<file path="src/rtl/dbt_pkg.sv">
// Shared types, constants and codes of the double-buffered dirty bitmap tracker.
// Used by every module of the tracker; depends on nothing.
`timescale 1ns / 1ps

package dbt_pkg;

  // Sizes
  localparam int MAX_SERVERS   = 8;
  localparam int SRV_W         = $clog2(MAX_SERVERS);
  localparam int BANKS         = MAX_SERVERS * 2;
  localparam int BANK_W        = SRV_W + 1;
  localparam int GROUPS        = 64;
  localparam int GROUP_W       = $clog2(GROUPS);
  localparam int GROUP_ENTRIES = 32;
  localparam int REL_W         = $clog2(GROUP_ENTRIES);
  localparam int ENTRY_W       = 11;
  localparam int MAX_RESULTS   = 64;
  localparam int RES_W         = $clog2(MAX_RESULTS);
  localparam int GCNT_W        = $clog2(GROUPS + 1);
  localparam int MEM_DEPTH     = BANKS * GROUPS;
  localparam int MEM_AW        = BANK_W + GROUP_W;
  localparam int HDR_BYTES     = 8;
  localparam int SLICE_W       = 16;
  localparam int STEP_W        = $clog2(SLICE_W);

  // Operation codes
  localparam logic [1:0] OP_MARK   = 2'd0;
  localparam logic [1:0] OP_SWITCH = 2'd1;
  localparam logic [1:0] OP_SCAN   = 2'd2;
  localparam logic [1:0] OP_NONE   = 2'd3;

  // Result status codes
  localparam logic [1:0] ST_DONE    = 2'd0;
  localparam logic [1:0] ST_SECTION = 2'd1;
  localparam logic [1:0] ST_TOO_BIG = 2'd2;
  localparam logic [1:0] ST_BAD     = 2'd3;

  // Configuration register indexes
  localparam logic [1:0] CFG_SERVER_COUNT = 2'd0;
  localparam logic [1:0] CFG_INDEX_BITS   = 2'd1;
  localparam logic [1:0] CFG_BUFFER_LIMIT = 2'd2;

  typedef struct packed {
    logic [1:0]  operation;
    logic [15:0] slice;
    logic [31:0] obj_hash;
    logic [6:0]  server;
  } request_t;

  typedef struct packed {
    logic [1:0]  status;
    logic [10:0] section_base;
    logic [3:0]  byte_mask;
    logic [31:0] packed_bytes;
    logic [2:0]  byte_count;
    logic        last;
  } result_t;

  typedef struct packed {
    logic [3:0]  server_count;
    logic [3:0]  index_bits;
    logic [11:0] buffer_limit;
  } cfg_t;

  // Classified command handed from front to back
  typedef struct packed {
    logic [1:0]         op;
    logic               bad;
    logic [SRV_W-1:0]   server;
    logic [GROUP_W-1:0] group;
    logic [REL_W-1:0]   rel;
  } cmd_t;

  typedef enum logic [1:0] {
    F_IDLE,
    F_DIV,
    F_PUSH
  } front_state_t;

  typedef enum logic [2:0] {
    B_CLEAR,
    B_IDLE,
    B_MARK_WR,
    B_SW_CLR,
    B_SW_DONE,
    B_SCAN_TEST,
    B_SCAN_DATA
  } back_state_t;

endpackage

</file>
<file path="src/rtl/dbt_cmd_queue.sv">
// Two-entry command queue between front and back.
// Depends on dbt_pkg.
`timescale 1ns / 1ps

module dbt_cmd_queue (
  input  logic          clk,
  input  logic          rst,
  input  logic          wr,
  input  dbt_pkg::cmd_t wr_cmd,
  output logic          q_full,
  input  logic          rd,
  output dbt_pkg::cmd_t rd_cmd,
  output logic          q_empty
);

  dbt_pkg::cmd_t slots [2];
  logic          wp, rp;
  logic [1:0]    fill;

  assign q_full  = (fill == 2'd2);
  assign q_empty = (fill == 2'd0);
  assign rd_cmd  = slots[rp];

  // Store requests
  always_ff @(posedge clk) begin
    if (wr) begin
      slots[wp] <= wr_cmd;
    end
  end

  // Advance pointers and fill
  always_ff @(posedge clk) begin
    if (rst) begin
      wp   <= 1'b0;
      rp   <= 1'b0;
      fill <= 2'd0;
    end else begin
      if (wr) wp <= ~wp;
      if (rd) rp <= ~rp;
      if (wr && !rd) fill <= fill + 2'd1;
      else if (rd && !wr) fill <= fill - 2'd1;
    end
  end

endmodule

</file>
<file path="config.mk">
export PLATFORM = sky130hd
export DESIGN_NAME = dbt_cmd_queue
export DESIGN_NICKNAME = d
export VERILOG_FILES = /design/src/rtl/dbt_pkg.sv /design/src/rtl/dbt_cmd_queue.sv
export SDC_FILE = /design/constraint.sdc
export NUM_CORES = 1
export LEC_CHECK = 0
export ABC_AREA = 1
export BUFFER_PORTS_ARGS = -buffer_cell sky130_fd_sc_hd__buf_2
export CAP_MARGIN = 20
export CORE_MARGIN = 2
export CORE_UTILIZATION = 45
export CTS_BUF_LIST = sky130_fd_sc_hd__clkbuf_8
export DETAILED_ROUTE_END_ITERATION = 8
export PLACE_DENSITY = 0.81
export SLEW_MARGIN = 20
export SYNTH_ARGS = -nofsm -noshare
export SYNTH_HDL_FRONTEND = slang
export SYNTH_SLANG_ARGS = --single-unit
</file>
<file path="constraint.sdc">
create_clock -name clk -period 5.25 [get_ports clk]
set_clock_uncertainty 0.2 [all_clocks]
set_input_delay 0.7875 -clock clk [delete_from_list [all_inputs] [get_ports clk]]
set_output_delay 0.7875 -clock clk [all_outputs]
set_load 0.02 [all_outputs]
</file>
Word-level counts from Yosys, hierarchy flattened
Memories as Yosys holds them, arrays and structs flattened. A register that Yosys moved wholly into a read port is not among the register bits.
Cells that the tools add are included.
{"block": "totals", "out_inout_bits": 19, "in_bits": 21, "ramBits": 34, "regBits": 4, "word_cells": 21, "memories": 1}
{"name": "slots", "depth": 2, "width": 17, "read_ports": 1, "rd_ports_with_merged_regs": 1, "wr": 1, "line": "dbt_cmd_queue.sv:16", "rtl": "dbt_pkg::cmd_t slots [2];"}
{"block": "op_classes", "eq_ne": 1, "add_sub_neg": 2, "mux": 6, "n_reduce_logical": 6, "bitwise": 2}
{"operator": "1-bit two-way mux", "count": 4}
{"operator": "2-bit two-way mux", "count": 2}
{"operator": "2-bit by 1-bit adder with 2-bit output, second input constant", "count": 1}
{"operator": "2-bit == test, second input constant", "count": 1}
{"operator": "1-bit logical AND", "count": 2}
{"operator": "1-bit zero test", "count": 2}
{"operator": "2-bit zero test", "count": 1}
{"operator": "1-bit NOT", "count": 2}
{"operator": "2-bit nonzero test", "count": 1}
{"operator": "2-bit by 1-bit subtractor with 2-bit output, second input constant", "count": 1}

Depth between registers and ports, before layout
Gate-level depths: netlist of run 1.
{"block": "depth", "word_depth": 4, "ltp_mapped": 8, "ltp_nobuf": 8}

Least setup slack after synthesis of run 1
No wires, ideal clock.
{"block": "synth_timing", "kind": "input to register", "startpoint": "input port wr", "endpoint": "memory slots[0][0] in the netlist's numbering, enable pin", "stages": 2, "path_buffers": 0, "arrival_time_ps": 1551, "setup_slack_ps": 3108, "setup_time_ps": 391, "t_required_ps": 4659, "cell_sequence": "inv_1 > nor2_1"}
{"block": "synth_via", "elab_chain_cells": 2}
{"item": "start, declared", "line": "dbt_cmd_queue.sv:8", "rtl": "input logic wr,"}
{"item": "1-bit two-way mux", "line": "dbt_cmd_queue.sv:26", "rtl": "if (wr) begin"}
{"item": "1-bit two-way mux (not written as such)", "line": "dbt_cmd_queue.sv:27", "rtl": "slots[wp] <= wr_cmd;"}
{"item": "end, declared", "line": "dbt_cmd_queue.sv:16"}
Every way passes these cells.

==> impl_results.md, run 1 <==
- Final antenna-violating net count: 0
- Initial Utilization: 0.459
- Syn avg cell area: roughly 18 µm²
- DP HPWL: between 1500 and 2000 µm
- Final hold violation count: 0
- Grt ovf: 0
- First-pass iteration count of the detailed router: 5
- Core area: approximately 0.0033 mm²
- Residual DRC count: 0
- Sequential area share after synthesis: 0.744
- Layout cells sized above 1: 0.492
- Routed via count: between 800 and 900
- Placed cell area: ~0.0017 mm²
- Reg-to-reg slack, setup: about 3600 ps
- CP max stage delay: around 950 ps
- Post-DR wirelength/cell: 13.3 µm
- Max stage delay cell, worst path: dfxtp_1
- Fmax: roughly 0.36 GHz
- Nature of the critical path endpoint: output port
- Routability cong.: between 0.7 and 0.8
- Pwr Total: about 0.65 mW
- H-Tree Depth: 2
- Layout area overhead: 21.1%
- Largest net degree at the start of global routing: 19
- Yosys reg bits: 39
- Type of the tightest min-delay check: flop to flop
- Yosys top cell by area: edfxtp_1
- CP required: ~4300 ps
- Final wirelength: 2370 µm
- Mapped Area: between 0.0015 and 0.002 mm²
- Worst Setup Start Kind: flop
- Count of input and output buffers: 39
- Row count: 21
- Setup TNS Final: 0 ps
- Commonest non-fill, non-tap cells in the layout: buf_2, edfxtp_1, mux2_4
- Design area: about 0.0018 mm²
- Critical path class: flop to output port
- Most common cell after layout, fill and taps aside: buf_2
- Slew Limit Fails: 0
- Post-placement cell count: between 150 and 200
- Max-cap violations: 0
- Worst-Skew Late Latency: between 200 and 300 ps
- Minimum clock period: 2810 ps
- Mapped Cells: 86
- # diodes: 0
- Die Span Y: slightly above 60 µm
- Gr usage total: 0.127
- Number of global-route vias before repair: between 700 and 800
- Pwr/cell area: about 360 mW/mm²
- RSZ-0062 raised after global routing: false
- Final setup violation count: 0
- Crit path DAT: 1820 ps
- Synth cell types: 16
- Initial antenna violation count: 0
- Slew @ Worst Pin: about 950 ps
- Total setup buffers inserted after CTS: 0
- Hold buffers post-CTS: 0
- Synth warnings: 0
- Crit-path cells: mux2_2 -> buf_2
- DR vias/cell: 4.63
- Num ports: 40
- Leakage: around 0.75 nW
- CTS resizes: 0
- CP Max Fanout: 17
- Die ar.: roughly 0.0038 mm²
- CTS clk-pin slew, worst paths: 80 ps
- NumNets Final: 153
- Top cell type's share of synthesized area: 0.677
- Die X: about 62 µm
- DR iter-0 viols: 28
- Clock buffer count from CTS: 5
- Slew HR: 0.366
- CTS Root Cell: clkbuf_8
- Status: complete, no violations
- Period utilization: 0.535
- Mapped Nets: 108
- Largest cells by area after synthesis: edfxtp_1, mux2_4, dfxtp_1
- Max IR drop VDD: just under 200 µV
- CTS tree: yes
- First-pass GRT wire length: around 3200 µm
- Clock Tree Buf Depth: 2
- CTS Sinks: 39
- Finished Layout Cells: between 150 and 200
==> worst max-delay path, delay by kind of cell, from the launching register on <==
family                 cells  cell delay (ps)
DFF                        1              950
muxes                      1              420
buffers and inverters      1              160
==> final cells by class <==
type                       count  area, µm²
sequential                    39       1120
clock inverter                 3       20.0
timing repair buffer          40        203
multi-input combinational     36        322
inverter                       9       33.8
tap                           46       57.6
fill                         269       1460
clock buffer                   5       68.8
==> state kept, by name, summed over array words and instances (netlist names), named ones only <==
signal / flops
fill: 2
rp: 1
slots: 34
wp: 1
==> path summary, 6_finish.rpt <==
path / cells after the start / end / start
worst max register to register: 2 / slots[0][16] / wp
worst max-delay path: 2 / rd_cmd[10] / flop
worst min-delay path: 2 / rp / rp
worst min register to register: 2 / rp / rp
==> cell usage after synthesis (all sizes together) <==
| master | n |
|---|---|
| edfxtp | 34 |
| mux2 | 17 |
| inv | 9 |
| nor2 | 7 |
| dfxtp | 5 |
| nand2 | 5 |
| buf | 2 |
| a21oi | 1 |
| ha | 1 |
| nand3 | 1 |
| nand4 | 1 |
| nor3 | 1 |
| o21ai | 1 |
| xnor2 | 1 |
==> report_power, final <==
group          internal, mW  switching [mW]  total (mW)
logic                0.0402          0.0465      0.0866
registers             0.357          0.0116       0.368
clock network        0.0923           0.105       0.197
==> per-layer routing <==
layer  up-vias  routed length [µm]  global-route usage
met4         0                  27              0.0547
met3         2                 180              0.0704
met5         -                   0                   0
met2        36                1180               0.214
li1        396                   -                   -
met1       390                 974               0.132
==> logic make-up after synthesis <==
kind of cell / synth area share
and+or+nand+nor: 0.0407
AOI/OAI and AO/OA: 0.00663
adders and majority gates: 0.00830
DFF: 0.744
muxes: 0.152
xor gates and xnor gates: 0.00581
buffers and inverters: 0.0432
==> through the flow <==
stage / worst slack [ps] / utilization / hold WS (ps)
final: 2440 / 0.556 / 325
after CTS: 2410 / 0.556 / 323
after global placement: 2770 / 0.529 / 295
after detailed placement: 2740 / 0.529 / 305
after floorplan: 3110 / - / 280
after global routing: 2350 / 0.556 / 356
No activity file was read; power rests on OpenSTA's default activity.
==> run 2: changes to the inputs <==
Clock period 5.25 ns to 2.75 ns, I/O delays scaled along.
==> run 2 against run 1 <==
Via count is 1.2% higher; power grew 87%; sequential power increased by 88%; worst hold slack worse by 210 ps; design area up 0.41%; worst setup slack got worse by 1700 ps; sequential cell count unchanged; final cell count up 1.1%.
==> impl_results.md, run 2 (same netlist as run 1, synthesis figures left out) <==
- Status: complete, no violations (unchanged)
- Top reg by flops: slots (unchanged)
- Clock Tree Buf Depth: 2 (unchanged)
- Residual DRC count: 0 (unchanged)
- Pwr/cell area: 667 mW/mm² (was 357 mW/mm²)
- CTS Sinks: 39 (unchanged)
- Crit-path cells: buf_4 -> mux2_2 -> buf_2 (was mux2_2 -> buf_2)
- Crit path DAT: 1400 ps (was 1820 ps)
- CP max stage delay: 380 ps (was 950 ps)
- Slew HR: 0.518 (was 0.366)
- Max stage delay cell, worst path: mux2_2 (was dfxtp_1)
- Slew Limit Fails: 0 (unchanged)
- Reg-to-reg slack, setup: 1230 ps (was 3550 ps)
- Row count: 21 (unchanged)
- Period utilization: 0.734
- Max-cap violations: 0 (unchanged)
- CTS resizes: 0 (unchanged)
- Post-layout util: 0.558 (was 0.556)
- Worst-Skew Late Latency: 280 ps (was 290 ps)
- Num ports: 40 (unchanged)
- RSZ-0062 raised after global routing: false (unchanged)
- Register area: 0.00112 mm² (unchanged)
- Layout cells sized above 1: 0.485 (was 0.492)
- Number of global-route vias before repair: 745 (was 755)
- Gr usage total: 0.136 (was 0.127)
- H-Tree Depth: 2 (unchanged)
- CTS Root Cell: clkbuf_8 (unchanged)
- Post-DR wirelength/cell: 13.5 µm (was 13.3 µm)
- Top Layer Used: met4 (unchanged)
- DR iter-0 viols: 16 (was 28)
- CTS tree: yes (unchanged)
- Met1 Wirelength: 916 µm (was 974 µm)
- Minimum clock period: 2020 ps
- Final hold violation count: 0 (unchanged)
- CP Max Fanout: 17 (unchanged)
- DP HPWL: 1790 µm (was 1610 µm)
- CTS clk-pin slew, worst paths: 70 ps (was 80 ps)
- Fmax: around 0.50 GHz
- Routability cong.: 0.736 (was 0.719)
- Die Span Y: 61.9 µm (unchanged)
- Largest net degree at the start of global routing: 19 (unchanged)
- Core area: 0.00328 mm² (unchanged)
- Critical path class: flop to output port (unchanged)
- Hold buffers post-CTS: 0 (unchanged)
- Final wirelength: 2430 µm (was 2370 µm)
- Total setup buffers inserted after CTS: 0 (unchanged)
- Met2 Wirelength: 1290 µm (was 1180 µm)
- Slew @ Worst Pin: 723 ps (was 950 ps)
- Multi-input logic area: 322 µm² (unchanged)
- Count of input and output buffers: 39 (unchanged)
- Grt ovf: 0 (unchanged)
- # diodes: 0 (unchanged)
- Final setup violation count: 0 (unchanged)
- First-pass GRT wire length: 3390 µm (was 3220 µm)
- Max IR drop VDD: 338 µV (was 196 µV)
- Routed via count: 834 (was 824)
- Post-placement cell count: 172 (was 170)
- DR vias/cell: 4.63 (about the same)
- Leakage: 0.769 nW (was 0.749 nW)
- Worst hold slack: 111 ps (was 325 ps)
- DR WL met3: 185 µm (was 180 µm)
- Worst Setup Start Kind: flop (unchanged)
- First-pass iteration count of the detailed router: 4 (was 5)
- Largest register FFs: 34 (unchanged)
- Die ar.: 0.00383 mm² (unchanged)
- Largest registers: slots (34), fill (2) (unchanged)
- Nature of the critical path endpoint: output port (unchanged)
- Final antenna-violating net count: 0 (unchanged)
- Fillers: 265 (was 269)
- Finished Layout Cells: 180 (was 178)
- Clock buffer count from CTS: 5 (unchanged)
- NumNets Final: 155 (was 153)
- Commonest non-fill, non-tap cells in the layout: buf_2, edfxtp_1, inv_1 (was buf_2, edfxtp_1, mux2_4)
- Type of the tightest min-delay check: primary input to flop (was flop to flop)
- Layout area overhead: 21.6% (was 21.1%)
- Most common cell after layout, fill and taps aside: buf_2 (unchanged)
- Setup TNS Final: 0 ps (unchanged)
- Initial Utilization: 0.459 (unchanged)
- Die X: 61.9 µm (unchanged)
- Initial antenna violation count: 0 (unchanged)
- CP required: 2140 ps (was 4260 ps)
## run 2: path summary, 6_finish.rpt
check	from	end	cells past startpoint
setup / recovery	flop	rd_cmd[16]	3
hold / removal	wr_cmd[10]	slots[1][10]	1
setup reg to reg	wp	slots[1][5]	2
hold reg to reg	rp	rp	2
## run 2: critical path: cells and delay by family, from the launching register on
family,cells,cell delay (ps)
multiplexers,1,380
flip-flops,1,310
buffers and inverters,2,430
## run 2: stage by stage
| step | cell area [µm²] | power, mW | setup slack (ps) |
|---|---|---|---|
| floorplan | 1510 | 0.831 | 983 |
| global placement | 1750 | 0.878 | 1040 |
| detailed placement | 1750 | 0.888 | 1030 |
| CTS | 1830 | 1.24 | 711 |
| global route | 1830 | 1.28 | 663 |
| finish | 1830 | 1.22 | 733 |
## run 2: metal layers
| metal | vias up | GRT usage |
|---|---|---|
| met5 | - | 0 |
| met4 | 0 | 0.0729 |
| met3 | 4 | 0.0725 |
| met2 | 32 | 0.233 |
| met1 | 399 | 0.132 |
| li1 | 399 | - |
## run 2: layout make-up
cell class                      instances  area share
Clock inverter                          3     0.00683
Sequential cell                        39       0.612
Timing Repair Buffer                   42       0.119
Inverter                                9      0.0184
Tap cell                               46      0.0314
Clock buffer                            5      0.0375
Multi-Input combinational cell         36       0.175
## run 2: power by group
| part | switching, mW | leakage [nW] | internal (mW) | total (mW) |
|---|---|---|---|---|
| combinational | 0.101 | 0.358 | 0.0788 | 0.180 |
| clock | 0.180 | 0.0505 | 0.170 | 0.350 |
| sequential | 0.0114 | 0.361 | 0.681 | 0.693 |
==> run 3: changes to the inputs <==
Settings changed: PLACE_DENSITY 0.81 to 0.84.
Clock period 2.75 ns to 1.83 ns, I/O delays scaled along.
==> run 3 against run 2 <==
Sequential power grew 50%; worst setup slack lost 640 ps; power grew 52%; register-to-register slack lost 710 ps; clock power grew 47%; highest routed layer unchanged.
==> impl_results.md, run 3 (same netlist as run 1, synthesis figures left out) <==
- H-Tree Depth: 2 (unchanged)
- CTS Sinks: 39 (unchanged)
- Slew HR: 0.818 (was 0.518)
- RR Endpoint: slots[1][5] (unchanged)
- CTS Root Cell: clkbuf_8 (unchanged)
- Status: complete, no violations (unchanged)
- Routed via count: 877 (was 834)
- Worst Setup Start Kind: flop (unchanged)
- First-pass GRT wire length: 3630 µm (was 3390 µm)
- Setup crit end: rd_cmd[8] (was rd_cmd[16])
- NumNets Final: 174 (was 155)
- Reg-to-reg slack, setup: 520 ps (was 1230 ps)
- Slew @ Worst Pin: 273 ps (was 723 ps)
- Worst-Skew Late Latency: 280 ps (about the same)
- Nature of the critical path endpoint: output port (unchanged)
- Max-cap violations: 0 (unchanged)
- Final antenna-violating net count: 0 (unchanged)
- Leakage: 0.857 nW (was 0.769 nW)
- RSZ-0062 raised after global routing: false (unchanged)
- Setup TNS Final: 0 ps (unchanged)
- CTS tree: yes (unchanged)
- Largest register FFs: 34 (unchanged)
- Initial Utilization: 0.459 (unchanged)
- CTS clk-pin slew, worst paths: 60 ps (was 70 ps)
- Critical path class: flop to output port (unchanged)
- Most common cell after layout, fill and taps aside: buf_2 (unchanged)
- DR iter-0 viols: 33 (was 16)
- DR vias/cell: 4.41 (was 4.63)
- Largest net degree at the start of global routing: 18 (was 19)
- Top reg by flops: slots (unchanged)
- Type of the tightest min-delay check: primary input to flop (unchanged)
- Core area: 0.00328 mm² (unchanged)
- Die Span Y: 61.9 µm (unchanged)
- Layout cells sized above 1: 0.431 (was 0.485)
- CP Max Fanout: 10 (was 17)
- Slew Limit Fails: 0 (unchanged)
- Gr usage total: 0.141 (was 0.136)
- Final wirelength: 2460 µm (was 2430 µm)
- Max IR drop VDD: 420 µV (was 338 µV)
- Fmax: about 0.58 GHz
- First-pass iteration count of the detailed router: 4 (unchanged)
- Row count: 21 (unchanged)
- DP HPWL: 1730 µm (was 1790 µm)
- Multi-input logic area: 322 µm² (unchanged)
- Period utilization: 0.950
- Post-DR wirelength/cell: 12.3 µm (was 13.5 µm)
- Worst r2r path cells: 3 (was 2)
- Num ports: 40 (unchanged)
- Final setup violation count: 0 (unchanged)
- Initial antenna violation count: 0 (unchanged)
- Die X: 61.9 µm (unchanged)
- DP Worst Slack: 336 ps (was 1030 ps)
- FF-to-FF Start: wp (unchanged)
- Minimum clock period: about 1700 ps
- Final worst slack: 92.1 ps (was 733 ps)
- Die ar.: 0.00383 mm² (unchanged)
- Clock buffer count from CTS: 5 (unchanged)
- # diodes: 0 (unchanged)
- Routability cong.: 0.715 (was 0.736)
- Number of global-route vias before repair: 876 (was 745)
- Count of input and output buffers: 39 (unchanged)
- Largest registers: slots (34), fill (2) (unchanged)
- Pwr/cell area: 913 mW/mm² (was 667 mW/mm²)
- Total setup buffers inserted after CTS: 0 (unchanged)
- Residual DRC count: 0 (unchanged)
- Commonest non-fill, non-tap cells in the layout: buf_2, edfxtp_1, dlygate4sd3_1 (was buf_2, edfxtp_1, inv_1)
- Final hold violation count: 0 (unchanged)
- Crit path DAT: 1260 ps (was 1400 ps)
- Clock Tree Buf Depth: 2 (unchanged)
- Fillers: 249 (was 265)
- Layout area overhead: 35.4% (was 21.6%)
- CP required: 1360 ps (was 2140 ps)
- Grt ovf: 0 (unchanged)
- Register area: 0.00112 mm² (about the same)
[run 3: cell type report]
type / instances / share of cell area
clock buffers: 5 / 0.0337
clock inverters: 3 / 0.00552
inverters: 9 / 0.0166
multi-input cells: 36 / 0.158
flip-flops and latches: 39 / 0.550
well taps: 46 / 0.0282
repair buffers: 61 / 0.208
[run 3: how the worst min path moves through the flow]
stage | start | endpoint | cells after the start
2_1_floorplan | rst | flop | 1
3_3_place_gp | wr_cmd[15] | slots[0][15] | 1
3_5_place_dp | wr_cmd[6] | slots[1][6] | 1
4_1_cts | rd | rp | 3
5_1_grt | wr | wp | 3
6_report | rd | rp | 3
[run 3: power breakdown]
| group | internal, mW | switching [mW] | leakage, nW | total [mW] |
|---|---|---|---|---|
| Combinational | 0.151 | 0.154 | 0.444 | 0.305 |
| Clock | 0.253 | 0.263 | 0.0519 | 0.516 |
| Sequential | 1.02 | 0.0184 | 0.361 | 1.04 |
[run 3: through the flow]
step | utilization | total power [mW] | std cells | hold slack (ps) | cell area [µm²]
6_report | 0.621 | 1.86 | 199 | 69.3 | 2040
5_1_grt | 0.621 | 1.95 | 199 | 118 | 2040
4_1_cts | 0.619 | 1.89 | 199 | 65.0 | 2030
3_5_place_dp | 0.539 | 1.34 | 173 | 267 | 1770
3_3_place_gp | 0.539 | 1.33 | 173 | 262 | 1770
2_1_floorplan | - | 1.25 | 86 | 147 | 1510
[run 3: critical path: stages, from the launching register on]
cell	delay, ps
dfxtp_2	340
buf_6	170
mux2_4	310
buf_2	160
[run 3: routing by layer]
metal | global-route usage | vias to the layer above | share of wire
met5 | 0 | - | 0
met4 | 0.0912 | 0 | 0.028
met3 | 0.0435 | 7 | 0.043
met2 | 0.245 | 28 | 0.57
met1 | 0.146 | 406 | 0.36
li1 | - | 436 | -
[run 3: what timing repair did]
item	4_1_cts	5_1_grt
hold buffers	18	0
setup endpoints to repair	0	11
resized for setup	0	3
hold endpoints to repair	36	0
