[config.mk]
export PLATFORM = sky130hd
export DESIGN_NAME = dbt_front
export DESIGN_NICKNAME = d
export VERILOG_FILES = /design/src/rtl/dbt_pkg.sv /design/src/rtl/dbt_front.sv
export SDC_FILE = /design/constraint.sdc
export NUM_CORES = 1
export LEC_CHECK = 0
export ABC_AREA = 0
export BUFFER_PORTS_ARGS = -buffer_cell sky130_fd_sc_hd__buf_2
export CORE_AREA = 4 4 89 91
export DETAILED_ROUTE_END_ITERATION = 12
export DIE_AREA = 0 0 93 95
export GPL_ROUTABILITY_DRIVEN = 0
export PLACE_DENSITY = 0.66
export SYNTH_ARGS = -nofsm -noshare
export SYNTH_HDL_FRONTEND = slang
export SYNTH_SLANG_ARGS = --single-unit
export TNS_END_PERCENT = 20
[constraint.sdc]
create_clock -name clk -period 1.76 [get_ports clk]
set_input_delay 0.264 -clock clk [delete_from_list [all_inputs] [get_ports clk]]
set_output_delay 0.264 -clock clk [all_outputs]
set_load 0.02 [all_outputs]
[src/rtl/dbt_pkg.sv]
// Shared types, constants and codes of the double-buffered dirty bitmap tracker.
// Used by every module of the tracker; depends on nothing.
`timescale 1ns / 1ps

package dbt_pkg;

  // Sizes
  localparam int MAX_SERVERS   = 8;
  localparam int SRV_W         = $clog2(MAX_SERVERS);
  localparam int BANKS         = MAX_SERVERS * 2;
  localparam int BANK_W        = SRV_W + 1;
  localparam int GROUPS        = 64;
  localparam int GROUP_W       = $clog2(GROUPS);
  localparam int GROUP_ENTRIES = 32;
  localparam int REL_W         = $clog2(GROUP_ENTRIES);
  localparam int ENTRY_W       = 11;
  localparam int MAX_RESULTS   = 64;
  localparam int RES_W         = $clog2(MAX_RESULTS);
  localparam int GCNT_W        = $clog2(GROUPS + 1);
  localparam int MEM_DEPTH     = BANKS * GROUPS;
  localparam int MEM_AW        = BANK_W + GROUP_W;
  localparam int HDR_BYTES     = 8;
  localparam int SLICE_W       = 16;
  localparam int STEP_W        = $clog2(SLICE_W);

  // Operation codes
  localparam logic [1:0] OP_MARK   = 2'd0;
  localparam logic [1:0] OP_SWITCH = 2'd1;
  localparam logic [1:0] OP_SCAN   = 2'd2;
  localparam logic [1:0] OP_NONE   = 2'd3;

  // Result status codes
  localparam logic [1:0] ST_DONE    = 2'd0;
  localparam logic [1:0] ST_SECTION = 2'd1;
  localparam logic [1:0] ST_TOO_BIG = 2'd2;
  localparam logic [1:0] ST_BAD     = 2'd3;

  // Configuration register indexes
  localparam logic [1:0] CFG_SERVER_COUNT = 2'd0;
  localparam logic [1:0] CFG_INDEX_BITS   = 2'd1;
  localparam logic [1:0] CFG_BUFFER_LIMIT = 2'd2;

  typedef struct packed {
    logic [1:0]  operation;
    logic [15:0] slice;
    logic [31:0] obj_hash;
    logic [6:0]  server;
  } request_t;

  typedef struct packed {
    logic [1:0]  status;
    logic [10:0] section_base;
    logic [3:0]  byte_mask;
    logic [31:0] packed_bytes;
    logic [2:0]  byte_count;
    logic        last;
  } result_t;

  typedef struct packed {
    logic [3:0]  server_count;
    logic [3:0]  index_bits;
    logic [11:0] buffer_limit;
  } cfg_t;

  // Classified command handed from front to back
  typedef struct packed {
    logic [1:0]         op;
    logic               bad;
    logic [SRV_W-1:0]   server;
    logic [GROUP_W-1:0] group;
    logic [REL_W-1:0]   rel;
  } cmd_t;

  typedef enum logic [1:0] {
    F_IDLE,
    F_DIV,
    F_PUSH
  } front_state_t;

  typedef enum logic [2:0] {
    B_CLEAR,
    B_IDLE,
    B_MARK_WR,
    B_SW_CLR,
    B_SW_DONE,
    B_SCAN_TEST,
    B_SCAN_DATA
  } back_state_t;

endpackage

[src/rtl/dbt_front.sv]
// Front end: accepts requests, resolves server and entry, hands commands on.
// Depends on dbt_pkg.
`timescale 1ns / 1ps

module dbt_front (
  input  logic              clk,
  input  logic              rst,
  input  logic              push,
  output logic              full,
  input  dbt_pkg::request_t request,
  input  dbt_pkg::cfg_t     cfg,
  input  logic              clearing,
  output logic              cmd_push,
  output dbt_pkg::cmd_t     cmd,
  input  logic              cmd_full
);

  dbt_pkg::front_state_t            state, state_next;
  logic [dbt_pkg::SLICE_W-1:0]      sl;
  logic [3:0]                       rem, rem_next;
  logic [dbt_pkg::STEP_W-1:0]       step;
  logic [dbt_pkg::ENTRY_W-1:0]      entry;
  logic [4:0]                       trial;
  logic                             accept;
  logic                             srv_bad;

  assign full   = (state != dbt_pkg::F_IDLE) || clearing;
  assign accept = push && !full;

  // Mask hash to the configured index width
  always_comb begin
    for (int i = 0; i < dbt_pkg::ENTRY_W; i++) begin
      entry[i] = request.obj_hash[i] && (4'(i) < cfg.index_bits);
    end
  end

  assign srv_bad = (request.server >= {3'b0, cfg.server_count})
                || (request.server >= 7'(dbt_pkg::MAX_SERVERS));

  // One restoring step of slice modulo server_count
  always_comb begin
    trial = {rem, sl[dbt_pkg::SLICE_W-1]};
    if (trial >= {1'b0, cfg.server_count}) begin
      rem_next = 4'(trial - {1'b0, cfg.server_count});
    end else begin
      rem_next = trial[3:0];
    end
  end

  // State register
  always_ff @(posedge clk) begin
    if (rst) begin
      state <= dbt_pkg::F_IDLE;
    end else begin
      state <= state_next;
    end
  end

  // Next state and push
  always_comb begin
    state_next = state;
    cmd_push   = 1'b0;
    unique case (state)
      dbt_pkg::F_IDLE: begin
        if (accept) begin
          if (request.operation == dbt_pkg::OP_MARK && cfg.server_count != 4'd0) begin
            state_next = dbt_pkg::F_DIV;
          end else begin
            state_next = dbt_pkg::F_PUSH;
          end
        end
      end
      dbt_pkg::F_DIV: begin
        if (step == '1) begin
          state_next = dbt_pkg::F_PUSH;
        end
      end
      dbt_pkg::F_PUSH: begin
        cmd_push = !cmd_full;
        if (!cmd_full) begin
          state_next = dbt_pkg::F_IDLE;
        end
      end
      default: state_next = dbt_pkg::F_IDLE;
    endcase
  end

  // Capture and classify the request, run the modulo
  always_ff @(posedge clk) begin
    if (state == dbt_pkg::F_IDLE && accept) begin
      cmd.op    <= request.operation;
      cmd.group <= entry[dbt_pkg::ENTRY_W-1:dbt_pkg::REL_W];
      cmd.rel   <= entry[dbt_pkg::REL_W-1:0];
      sl        <= request.slice;
      rem       <= 4'd0;
      step      <= '0;
      if (request.operation == dbt_pkg::OP_MARK) begin
        cmd.bad    <= (cfg.server_count == 4'd0);
        cmd.server <= '0;
      end else if (request.operation == dbt_pkg::OP_NONE) begin
        cmd.bad    <= 1'b0;
        cmd.server <= '0;
      end else begin
        cmd.bad    <= srv_bad;
        cmd.server <= request.server[dbt_pkg::SRV_W-1:0];
      end
    end else if (state == dbt_pkg::F_DIV) begin
      rem  <= rem_next;
      sl   <= {sl[dbt_pkg::SLICE_W-2:0], 1'b0};
      step <= step + 1'b1;
      if (step == '1) begin
        cmd.server <= rem_next[dbt_pkg::SRV_W-1:0];
        cmd.bad    <= (rem_next >= 4'(dbt_pkg::MAX_SERVERS));
      end
    end
  end

endmodule

## Word level (Yosys, flattened, before mapping)

Cells that the tools add are included.

| word-level totals | value |
|---|---|
| flip-flop bits (word level) | 43 |
| input bits | 82 |
| output and inout port bits | 19 |
| word-level logic and storage cells | 74 |

| operators by class | value |
|---|---|
| add/subtract/negate cells | 2 |
| order comparisons | 15 |
| equal/unequal tests | 7 |
| multiplexer cells | 14 |
| reduce and logical (&&, ||, !) cells | 27 |

Operators by type and width:

| operator | count |
|---|---|
| 2-to-1 mux 16 bit | 2 |
| 2-to-1 mux 4 bit | 6 |
| < comparator 3 x 4 -> 1 bit (first input constant) | 4 |
| logical AND 1 bit | 14 |
| < comparator 4 bit (first input constant) | 3 |
| < comparator 1 x 4 -> 1 bit (first input constant) | 2 |
| < comparator 2 x 4 -> 1 bit (first input constant) | 2 |
| 2-to-1 mux 2 bit | 4 |
| >= comparator 7 x 4 -> 1 bit | 1 |
| >= comparator 7 x 4 -> 1 bit (second input constant) | 1 |
| inequality test 2 bit (second input constant) | 3 |
| one-hot mux 2 bit (3 select lines) | 1 |
| nonzero test 2 bit | 3 |
| >= comparator 5 x 4 -> 1 bit | 1 |
| adder 4 x 1 -> 4 bit (second input constant) | 1 |
| equality test 2 bit (second input constant) | 2 |
| equality test 4 bit (second input constant) | 1 |
| >= comparator 4 bit (second input constant) | 1 |
| logical NOT 2 bit | 2 |
| logical NOT 4 bit | 1 |
| nonzero test 4 bit | 1 |
| subtractor 4 bit | 1 |
| AND reduction 3 bit | 1 |
| equality test 2 x 1 -> 1 bit (second input constant) | 1 |
| other kinds (4) | 6 |

## Depth between registers and ports, before layout

Gate-level depths: netlist of run 1.

| depth | value |
|---|---|
| depth in word-level cells | 7 |
| gate-level depth with buffers | 7 |
| mapped depth without buffers | 7 |

## Worst setup path after synthesis of run 1

No wires, ideal clock.

| path | value |
|---|---|
| path kind | reg2reg |
| start | register state[0] |
| end | register sl[0] (netlist name) (enable) |
| setup time | 372 ps |
| arrival | 1328 ps |
| required time | 1388 ps |
| setup slack | 61 ps |
| cell stages (with the launch flop) | 5 |
| path buffers | 1 |
| clock period less this slack | 1699 ps |
| cell sequence | dfxtp_1 nor3_2 nand2_1 clkbuf_1 nand2_1 |

| between the ends | value |
|---|---|
| longest elaborated chain between the ends | 6 |
| elaborated cells between the ends (all ways) | 8 |
| those cells by class | eq/ne: 1; reduce/logical: 7 |

RTL lines:

| what | line | source |
|---|---|---|
| from (decl) | dbt_front.sv:18 | `dbt_pkg::front_state_t state, state_next;` |
| from (signal assigned) | dbt_front.sv:53 | `state <= dbt_pkg::F_IDLE;` |
| from (signal assigned) | dbt_front.sv:55 | `state <= state_next;` |
| nonzero test 2 bit | dbt_front.sv:27 | `assign full = (state != dbt_pkg::F_IDLE) \|\| clearing;` |
| logical OR 1 bit | dbt_front.sv:27 |  |
| logical NOT 1 bit | dbt_front.sv:28 | `assign accept = push && !full;` |
| logical AND 1 bit | dbt_front.sv:28 |  |
| logical AND 1 bit | dbt_front.sv:90 | `if (state == dbt_pkg::F_IDLE && accept) begin` |
| nonzero test 2 bit (no line) * | n/a |  |
| to (signal assigned) | dbt_front.sv:94 | `sl <= request.slice;` |
| to (signal assigned) | dbt_front.sv:109 | `sl <= {sl[dbt_pkg::SLICE_W-2:0], 1'b0};` |
| to (decl) | dbt_front.sv:19 | `logic [dbt_pkg::SLICE_W-1:0] sl;` |

Mark *: on every way between the ends. The rest lies on a longest branch, timed or not.
A chain may end at the register's enable or synchronous reset.

## Worst setup path in the final report of run 1

| path | value |
|---|---|
| start | register rem[1] |
| end | register cmd[14] (netlist name) (data pin) |

| between the ends | value |
|---|---|
| longest elaborated chain between the ends | 6 |
| elaborated cells between the ends (all ways) | 7 |
| those cells by class | add/sub: 1; order compare: 2; mux: 4 |

RTL lines:

| what | line | source |
|---|---|---|
| from (decl) | dbt_front.sv:20 | `logic [3:0] rem, rem_next;` |
| from (signal assigned) | dbt_front.sv:108 | `rem <= rem_next;` |
| subtractor 4 bit / >= comparator 5 x 4 -> 1 bit (equally long branches) | dbt_front.sv:44, dbt_front.sv:43 |  |
| 2-to-1 mux 4 bit * | dbt_front.sv:43 | `if (trial >= {1'b0, cfg.server_count}) begin` |
| >= comparator 4 bit * | dbt_front.sv:113 | `cmd.bad <= (rem_next >= 4'(dbt_pkg::MAX_SERVERS));` |
| 2-to-1 mux 4 bit * | dbt_front.sv:111 | `if (step == '1) begin` |
| 2-to-1 mux 4 bit * | dbt_front.sv:107 | `end else if (state == dbt_pkg::F_DIV) begin` |
| 2-to-1 mux 4 bit * | dbt_front.sv:90 |  |
| to (decl) | dbt_front.sv:14 | `output dbt_pkg::cmd_t cmd,` |

Mark *: on every way between the ends. The rest lies on a longest branch, timed or not. The select of a mux whose other input is x is not followed.

==> reports/results.tsv, run 1 <==
stage	metric	value	unit
status	outcome	completed	
floorplan	die_x	93	microns
timing	finalClockSkew	0.00731	ns
floorplan	boundaryPins	101	
synth	synth.top_cell.area_share	46.9	%
synth	syn_area	2110	sq um
detailed_routing	drc	0	
pwr	peakVddDrop	0.357	mV
synth	synth_common_cells	nand2_1 (57), edfxtp_1 (33), dfxtp_1 (10), nor2_1 (10)	
setup_path	worst-setup-path-type	reg -> reg	
timing	final_hold_viol_count	0	
final_layout	syn_to_final_growth	33.6	%
global_route	grt_pass1_wl	7.61	mm
final_layout	fin_area	2820	sq um
final_layout	final_core_util	39.5	%
synth	syn_avg_cell_area	10.4	sq um
timing	hold_ws	0.142	ns
floorplan	die-area	8840	sq um
global_route	grt_max_degree	19	
global_route	use_met2	18.6	%
clock_network	clock-root-buffer	clkbuf_8	
clock_network	htreeDepth	2	
detailed_routing	ant_nets	0	
synth	ys.warnings.count	0	
synth	netlist-cell-type-count	43	
timing	period_share	96.8	%
setup_path	cp-start-kind	register	
setup_path	cp.arrival	1.85	ns
timing	fmax	0.587	GHz
final_layout	post_route_cells_drive_above_1_share	37.9	%
floorplan	die_h	95	microns
floorplan	coreArea	7140	sq um
worst_hold_path	hold_class	in -> reg	
final_layout	insertedDiodeCount	0	
timing	slew-limit-headroom	78.9	%
synth	ys_seq_area_share	56.4	%
placed_design	io_buffer_count	67	
synth	synth.largest_area_cell	edfxtp_1	
detailed_routing	drt_iter0_markers	62	
timing	rsz0062_at_grt	yes	
floorplan	initial_core_util	29.6	%
synth	ys.flop_type	edfxtp_1	
synth	synth_area_leaders	edfxtp_1 (47%), nand2_1 (10%), dfxtp_1 (9.5%)	
clock_network	cts_sinks	43	
detailed_routing	routed_via_density	4.41	
final_layout	fillers	755	
synth	synthArstFlopShare	0	%
worst_hold_path	whs_path_depth	2	
global_route	met1_usage	13.2	%
setup_path	rr_worst_depth	7	
global_route	grt.total_usage	10.7	%
job	maxCapViolCount	0	
synth	netlist_instances	203	
detailed_routing	detail_route.wl_per_cell	11.8	microns
global_route	grt-ovfl-total	0	
floorplan	rows	31	
clock_network	cts_buffers	5	
pwr	finalPower	0.00229	W
pwr	p_per_area	812	nW/um^2
timing	tightest_slew	0.317	ns
synth	synth_most_common_cell	nand2_1	
synth	synth-seq-cells	43	
placed_design	hpwl	3.65	mm
pwr	p_leak	1.24	nW
final_layout	finalNetCount	381	
timing	setup_violations	0	
clock_network	clockBufferDepth	2	
setup_path	cp.required	1.91	ns
placed_design	dpl_cell_area	2700	sq um
clock_network	clk_pin_slew	0.08	ns
detailed_routing	num_vias	1717	
clock_network	insertion_delay	0.29	ns
global_route	grt_pass1_vias	1718	
synth	synth_enable_flop_cells	33	
timing	period_minus_slack	1.70	ns
global_route	gr-max-usage-layer	met2	
setup_path	critPathCaptureType	register	
global_route	antenna_found_initial	0	
timing	maxSlewViolCount	0	
setup_path	critPathMaxFanout	4	
clock_network	holdBufCountCts	0	
synth	synth_nets	295	
detailed_routing	routed_wirelength	4.60	mm
detailed_routing	drtPass1Iterations	4	
global_route	use_met3	2.79	%
clock_network	cts_tree	yes	
==> final cells by class <==
| class | instances | area (sq um) | share of cell area [%] |
|---|---|---|---|
| Sequential cell | 43 | 1190 | 42.3 |
| Timing Repair Buffer | 87 | 498 | 17.7 |
| Clock buffer | 6 | 72.6 | 2.57 |
| Inverter | 9 | 33.8 | 1.20 |
| Tap cell | 99 | 124 | 4.39 |
| Clock inverter | 2 | 12.5 | 0.444 |
| Multi-Input combinational cell | 143 | 886 | 31.4 |
==> repair_timing <==
item                                    in CTS  in global routing
resized for setup                            6                  6
setup buffers                                0                  0
endpoints found under the setup margin       4                  7
pin swaps                                    2                  4
==> state kept, by name, indices dropped and copies added, names as in the netlist <==
| name | flops |
|---|---|
| cmd | 17 |
| sl | 16 |
| rem | 4 |
| step | 4 |
| state | 2 |
==> logic make-up (layout without fill, tap and decap cells) <==
logic type / after synthesis / after routing / share of synthesized area, %
compound gates: 35 / 35 / 11.3
xor+xnor: 6 / 6 / 2.49
fa+ha+maj: 10 / 10 / 6.28
buf+inv: 17 / 104 / 3.26
flops: 43 / 43 / 56.4
mux: 3 / 3 / 1.66
simple gates: 89 / 89 / 18.6
==> cells in the final DEF, fill, tap and decap left out, types with 5 or more instances in the layout <==
master,n
buf_2,67
nand2_1,57
edfxtp_1,33
buf_4,19
nor2_1,10
dfxtp_1,9
ha_1,8
a21oi_1,7
inv_1,6
o21ai_0,6
clkbuf_8,5
==> critical path: stages, from the launching register on <==
cell and delay, ns:
dfxtp_2 0.34, ha_1 0.28, buf_4 0.16, a21oi_2 0.11, nand2_1 0.09, or2_2 0.31, o221a_1 0.16, a21oi_2 0.13
==> final timing paths <==
| check | slack, ns | start | endpoint |
|---|---|---|---|
| hold / removal | 0.14 | rst | state[1] |
| hold reg to reg | 0.49 | step[1] | step[1] |
| setup reg to reg | 0.06 | rem[1] | cmd[14] |
| setup / recovery | 0.06 | rem[1] | cmd[14] |
==> report_power, final <==
group	leakage [nW]	total [W]	internal, W	switching [W]
logic	0.805	0.000491	0.000230	0.000260
clock network	0.0412	0.000595	0.000277	0.000317
registers	0.394	0.00120	0.00118	0.0000250
==> layer usage <==
layer,routed length [microns],part of all wire [%]
met5,0,0
met1,2050,45
met2,2250,49
met3,282,6.1
met4,18,0.39
==> metrics by stage <==
step	setup WS, ns	setup TNS (ns)	std cells
after floorplan	0.0608	0	203
after global placement	-0.0943	-0.230	381
after detailed placement	-0.132	-0.391	381
after CTS	-0.00146	-0.00146	389
after global routing	-0.0433	-0.0837	389
final	0.0568	0	389
No activity file was read; power rests on OpenSTA's default activity.
==> inputs of run 2 (changes only) <==
Settings changed: BUFFER_PORTS_ARGS -buffer_cell sky130_fd_sc_hd__buf_2 to default, DONT_BUFFER_PORTS from default to 1, PLACE_DENSITY 0.66 to 0.54.
==> reports/results.tsv, run 2 (synthesized netlist as in run 1, its figures left out) <==
stage	metric	value	unit	change
clock_network	cts_sinks	43		unchanged
detailed_routing	drt_iter0_markers	61		was 62
detailed_routing	detail_route.wl_per_cell	13.5	microns	was 11.8 microns
final_layout	finalNetCount	315		was 381
clock_network	clock-root-buffer	clkbuf_8		unchanged
global_route	grt-ovfl-total	0		unchanged
setup_path	cp.required	1.91	ns	about the same
floorplan	boundaryPins	101		unchanged
clock_network	holdBufCountCts	0		unchanged
setup_path	rr_worst_depth	7		unchanged
timing	rsz0062_at_grt	yes		unchanged
final_layout	largest_register_ff_count	17		unchanged
global_route	grt_pass1_vias	1488		was 1718
timing	tightest_slew	0.282	ns	was 0.317 ns
setup_path	cp.arrival	1.93	ns	was 1.85 ns
pwr	peakVddDrop	0.446	mV	was 0.357 mV
final_layout	final_cells	323		was 389
final_layout	top_regs	cmd (17), sl (16)		unchanged
timing	period_minus_slack	1.78	ns	was 1.70 ns
timing	setup_violations	2		was 0
clock_network	cts_tree	yes		unchanged
floorplan	die-area	8840	sq um	unchanged
clock_network	clk_pin_slew	0.09	ns	was 0.08 ns
pwr	p_per_area	906	nW/um^2	was 812 nW/um^2
timing	maxSlewViolCount	0		unchanged
job	maxCapViolCount	0		unchanged
final_layout	layout_commonest_cell	nand2_1		was buf_2
floorplan	coreArea	7140	sq um	unchanged
floorplan	initial_core_util	29.6	%	unchanged
placed_design	dpl_cell_area	2370	sq um	was 2700 sq um
detailed_routing	ant_nets	0		unchanged
detailed_routing	drtPass1Iterations	4		unchanged
clock_network	cts_buffers	5		unchanged
global_route	antenna_found_initial	0		unchanged
placed_design	io_buffer_count	0		was 67
setup_path	cp-start-kind	register		unchanged
setup_path	critPathCaptureType	register		unchanged
floorplan	rows	31		unchanged
global_route	grt_max_degree	25		was 19
status	violations	negative setup slack		
detailed_routing	drc	0		unchanged
detailed_routing	wl_met2	1.94	mm	was 2.25 mm
placed_design	dp_cells	313		was 381
placed_design	place_ws	-0.0578	ns	was -0.132 ns
final_layout	syn_to_final_growth	19.0	%	was 33.6%
final_layout	insertedDiodeCount	0		unchanged
placed_design	hpwl	3.39	mm	was 3.65 mm
global_route	grt_pass1_wl	6.97	mm	was 7.61 mm
timing	final_hold_viol_count	0		unchanged
setup_path	r2r-end	cmd[11]		was cmd[14]
floorplan	die_h	95	microns	unchanged
setup_path	r2r-start	rem[1]		unchanged
setup_path	reg2reg_slack	-0.02	ns	was 0.06 ns
final_layout	top_register	cmd		unchanged
timing	slew-limit-headroom	81.0	%	was 78.9%
timing	finalClockSkew	0.00944	ns	was 0.00731 ns
setup_path	worst-setup-path-type	reg -> reg		unchanged
clock_network	insertion_delay	0.29	ns	about the same
pwr	p_leak	0.983	nW	was 1.24 nW
final_layout	layout_common_cells	nand2_1 (57), edfxtp_1 (33), buf_4 (19)		was buf_2 (67), nand2_1 (57), edfxtp_1 (33)
global_route	grt.total_usage	10.0	%	was 10.7%
timing	tns	-0.0226	ns	was 0 ns
timing	finalWorstSetupSlack	-0.0198	ns	was 0.0568 ns
floorplan	die_x	93	microns	unchanged
status	outcome	finished with violations		was completed
final_layout	post_route_cells_drive_above_1_share	21.0	%	was 37.9%
detailed_routing	topRoutingLayerUsed	met4		unchanged
detailed_routing	routed_via_density	4.61		was 4.41
final_layout	final_core_util	35.2	%	was 39.5%
setup_path	critPathMaxFanout	4		unchanged
worst_hold_path	hold_class	in -> reg		unchanged
detailed_routing	dr_wl_met3	296	microns	was 282 microns
final_layout	fin_area	2510	sq um	was 2820 sq um
worst_hold_path	whs_path_depth	1		was 2
detailed_routing	num_vias	1490		was 1717
clock_network	clockBufferDepth	2		unchanged
timing	period_share	101	%	was 96.8%
timing	fmax	0.562	GHz	was 0.587 GHz
worst_hold_path	hold_end	state[1]		unchanged
detailed_routing	routed_wirelength	4.36	mm	was 4.60 mm
detailed_routing	wirelength_met1	2.10	mm	was 2.05 mm
worst_hold_path	worstHoldStart	rst		unchanged
clock_network	htreeDepth	2		unchanged
## run 2: worst max path at each step
stage / depth (start not counted) / endpoint / from / slack, ns
final: 7 / cmd[11] / rem[1] / -0.02
after global routing: 8 / cmd[11] / sl[15] / -0.1
after CTS: 7 / cmd[11] / rem[1] / -0.03
after detailed placement: 7 / cmd[13] / sl[15] / -0.06
after global placement: 7 / cmd[12] / sl[15] / -0.04
after floorplan: 4 / sl[0] / state[0] / 0.06
## run 2: where the power goes
group          leakage [nW]  internal [W]  switching, W
sequential            0.394       0.00118     0.0000558
clock                0.0408      0.000284      0.000358
combinational         0.548      0.000199      0.000198
total                 0.983       0.00166      0.000612
## run 2: worst max-delay path, stage by stage, from the launching register on
cell and delay (ns):
dfxtp_2 0.37, ha_4 0.20, or2_4 0.25, a21boi_2 0.15, a31oi_2 0.05, buf_4 0.17
mux2_4 0.32, o21ai_2 0.14
## run 2: layout make-up
| class | count | area (sq um) |
|---|---|---|
| timing repair buffer | 21 | 183 |
| multi-input combinational | 143 | 886 |
| sequential | 43 | 1190 |
| clock buffer | 5 | 68.8 |
| fill | 742 | 4630 |
| inverter | 9 | 33.8 |
| clock inverter | 3 | 23.8 |
| tap | 99 | 124 |
## run 2: through the flow
step	power, W	hold WS [ns]
after global placement	0.00160	0.334
after floorplan	0.00149	0.333
after CTS	0.00229	0.0123
final	0.00227	0.0253
after global routing	0.00240	0.00622
after detailed placement	0.00161	0.339
## run 2: metal layers
layer / GRT usage, % / up-vias
li1: - / 746
met1: 13.5 / 686
met2: 15.8 / 55
met3: 2.95 / 3
met4: 2.56 / 0
met5: 0 / -
## run 2: what timing repair did
action	CTS	global route
cloned	0	0
setup endpoints to repair	3	8
pin swaps	3	3
gates resized for setup	6	7
setup buffers	2	1
==> inputs of run 3 (changes only) <==
Settings changed: SETUP_SLACK_MARGIN from default to 0.1.
==> reports/results.tsv, run 3 (synthesized netlist as in run 1, its figures left out) <==
stage	metric	value	unit	change
final_layout	largest_register_ff_count	17		unchanged
setup_path	r2r-start	rem[1]		unchanged
floorplan	boundaryPins	101		unchanged
floorplan	coreArea	7140	sq um	unchanged
floorplan	die_h	95	microns	unchanged
timing	slew-limit-headroom	72.6	%	was 81.0%
setup_path	cp.required	1.90	ns	was 1.91 ns
floorplan	initial_core_util	29.6	%	unchanged
setup_path	rr_worst_depth	7		unchanged
pwr	p_per_area	957	nW/um^2	was 906 nW/um^2
timing	finalWorstSetupSlack	0.0581	ns	was -0.0198 ns
setup_path	cp_cell_sequence	ha_4, or2_1, a21boi_2, a31oi_2, buf_6, mux2_4, o21ai_2		was ha_4, or2_4, a21boi_2, a31oi_2, buf_4, mux2_4, o21ai_2
clock_network	clockBufferDepth	2		unchanged
global_route	grt-ovfl-total	0		unchanged
timing	fmax	0.588	GHz	was 0.562 GHz
timing	rsz0062_at_grt	yes		unchanged
detailed_routing	drt_iter0_markers	53		was 61
pwr	p_leak	0.995	nW	was 0.983 nW
clock_network	clk_pin_slew	0.08	ns	was 0.09 ns
final_layout	final_core_util	35.6	%	was 35.2%
timing	period_share	96.7	%	was 101%
detailed_routing	detail_route.wl_per_cell	13.8	microns	was 13.5 microns
final_layout	fillers	769		was 742
floorplan	rows	31		unchanged
setup_path	critPathMaxFanout	4		unchanged
final_layout	layout_common_cells	nand2_1 (56), edfxtp_1 (33), buf_4 (18)		was nand2_1 (57), edfxtp_1 (33), buf_4 (19)
pwr	finalPower	0.00243	W	was 0.00227 W
setup_path	cp.arrival	1.85	ns	was 1.93 ns
clock_network	cts_sinks	43		unchanged
pwr	peakVddDrop	0.407	mV	was 0.446 mV
setup_path	crit_path_end	cmd[11]		unchanged
status	outcome	completed		was finished with violations
clock_network	htreeDepth	2		unchanged
timing	period_minus_slack	1.70	ns	was 1.78 ns
setup_path	cpPeakStageDelay	0.36	ns	was 0.37 ns
timing	setup_violations	0		was 2
detailed_routing	drc	0		unchanged
timing	maxSlewViolCount	0		unchanged
global_route	grt_pass1_vias	1554		was 1488
final_layout	insertedDiodeCount	0		unchanged
timing	tns	0	ns	was -0.0226 ns
detailed_routing	routed_wirelength	4.44	mm	was 4.36 mm
final_layout	top_register	cmd		unchanged
detailed_routing	routed_via_density	4.62		was 4.61
clock_network	clock-root-buffer	clkbuf_8		unchanged
global_route	grt.total_usage	10.3	%	was 10.0%
setup_path	startpoint	rem[1]		unchanged
placed_design	io_buffer_count	0		unchanged
final_layout	top_regs	cmd (17), sl (16)		unchanged
placed_design	place_ws	-0.0538	ns	was -0.0578 ns
global_route	grt_pass1_wl	7.19	mm	was 6.97 mm
final_layout	finalNetCount	314		was 315
setup_path	reg2reg_slack	0.06	ns	was -0.02 ns
global_route	antenna_found_initial	0		unchanged
timing	tightest_slew	0.410	ns	was 0.282 ns
final_layout	syn_to_final_growth	20.3	%	was 19.0%
final_layout	regArea	1190	sq um	about the same
clock_network	cts_tree	yes		unchanged
final_layout	post_route_cells_drive_above_1_share	20.2	%	was 21.0%
global_route	grt_max_degree	24		was 25
clock_network	cts_buffers	5		unchanged
job	maxCapViolCount	0		unchanged
detailed_routing	ant_nets	0		unchanged
final_layout	multi_input_area	900	sq um	was 886 sq um
setup_path	r2r-end	cmd[11]		unchanged
final_layout	layout_commonest_cell	nand2_1		unchanged
worst_hold_path	hold_class	in -> reg		unchanged
setup_path	cp-start-kind	register		unchanged
timing	hold_ws	0.0324	ns	was 0.0253 ns
setup_path	critPathCaptureType	register		unchanged
setup_path	worst-setup-path-type	reg -> reg		unchanged
detailed_routing	drtPass1Iterations	4		unchanged
setup_path	slowest_stage	dfxtp_4		was dfxtp_2
floorplan	die-area	8840	sq um	unchanged
timing	finalClockSkew	0.00670	ns	was 0.00944 ns
clock_network	insertion_delay	0.29	ns	about the same
floorplan	die_x	93	microns	unchanged
timing	final_hold_viol_count	0		unchanged
clock_network	holdBufCountCts	0		unchanged
placed_design	hpwl	3.39	mm	about the same
detailed_routing	num_vias	1487		was 1490
## run 3: area by class of cell
type                    count  share of cell area, %
clock inverters             2                   1.38
well taps                  99                   4.88
inverters                   9                   1.43
clock buffers               6                   3.25
flip-flops and latches     43                   47.1
multi-input cells         143                   35.4
repair buffers             20                   6.55
## run 3: where the power goes
part           switching [W]  internal [W]  leakage [nW]
Combinational       0.000205      0.000201         0.540
Clock               0.000329      0.000459        0.0612
Sequential         0.0000554       0.00118         0.394
## run 3: how the worst min path moves through the flow
| stage | endpoint | cells past startpoint | slack (ns) | from |
|---|---|---|---|---|
| floorplan | state[1] | 1 | 0.33 | rst |
| global placement | state[1] | 1 | 0.33 | rst |
| detailed placement | state[1] | 1 | 0.34 | rst |
| CTS | state[1] | 1 | 0.02 | rst |
| global route | state[1] | 1 | 0.02 | rst |
| finish | state[1] | 1 | 0.03 | rst |
## run 3: stage by stage
step	instance area, sq um	cells
3_3_place_gp	2350	312
4_1_cts	2500	321
6_report	2540	322
3_5_place_dp	2350	312
2_1_floorplan	2110	203
5_1_grt	2540	322
## run 3: worst max-delay path: cells and delay by family, from the launching register on
family	cells	cell delay (ns)
buffers and inverters	1	0.15
multiplexers	1	0.32
flip-flops	1	0.36
AO/OA/AOI/OAI	3	0.31
adder cells (fa/ha/maj)	1	0.21
AND/OR/NAND/NOR	1	0.22
## run 3: what timing repair did
item,CTS,global route
resized for setup,11,5
endpoints found under the hold margin,0,0
pin swaps,3,5
gates cloned,0,0
setup endpoints to repair,7,9
buffers inserted,1,1
## run 3: layer usage
layer | routed length, microns | track usage, % | share of wire, % | up-vias
li1 | - | - | - | 746
met1 | 2040 | 13.1 | 46 | 675
met2 | 2040 | 16.9 | 46 | 63
met3 | 350 | 3.43 | 7.9 | 3
met4 | 16 | 2.56 | 0.36 | 0
met5 | 0 | 0 | 0 | -
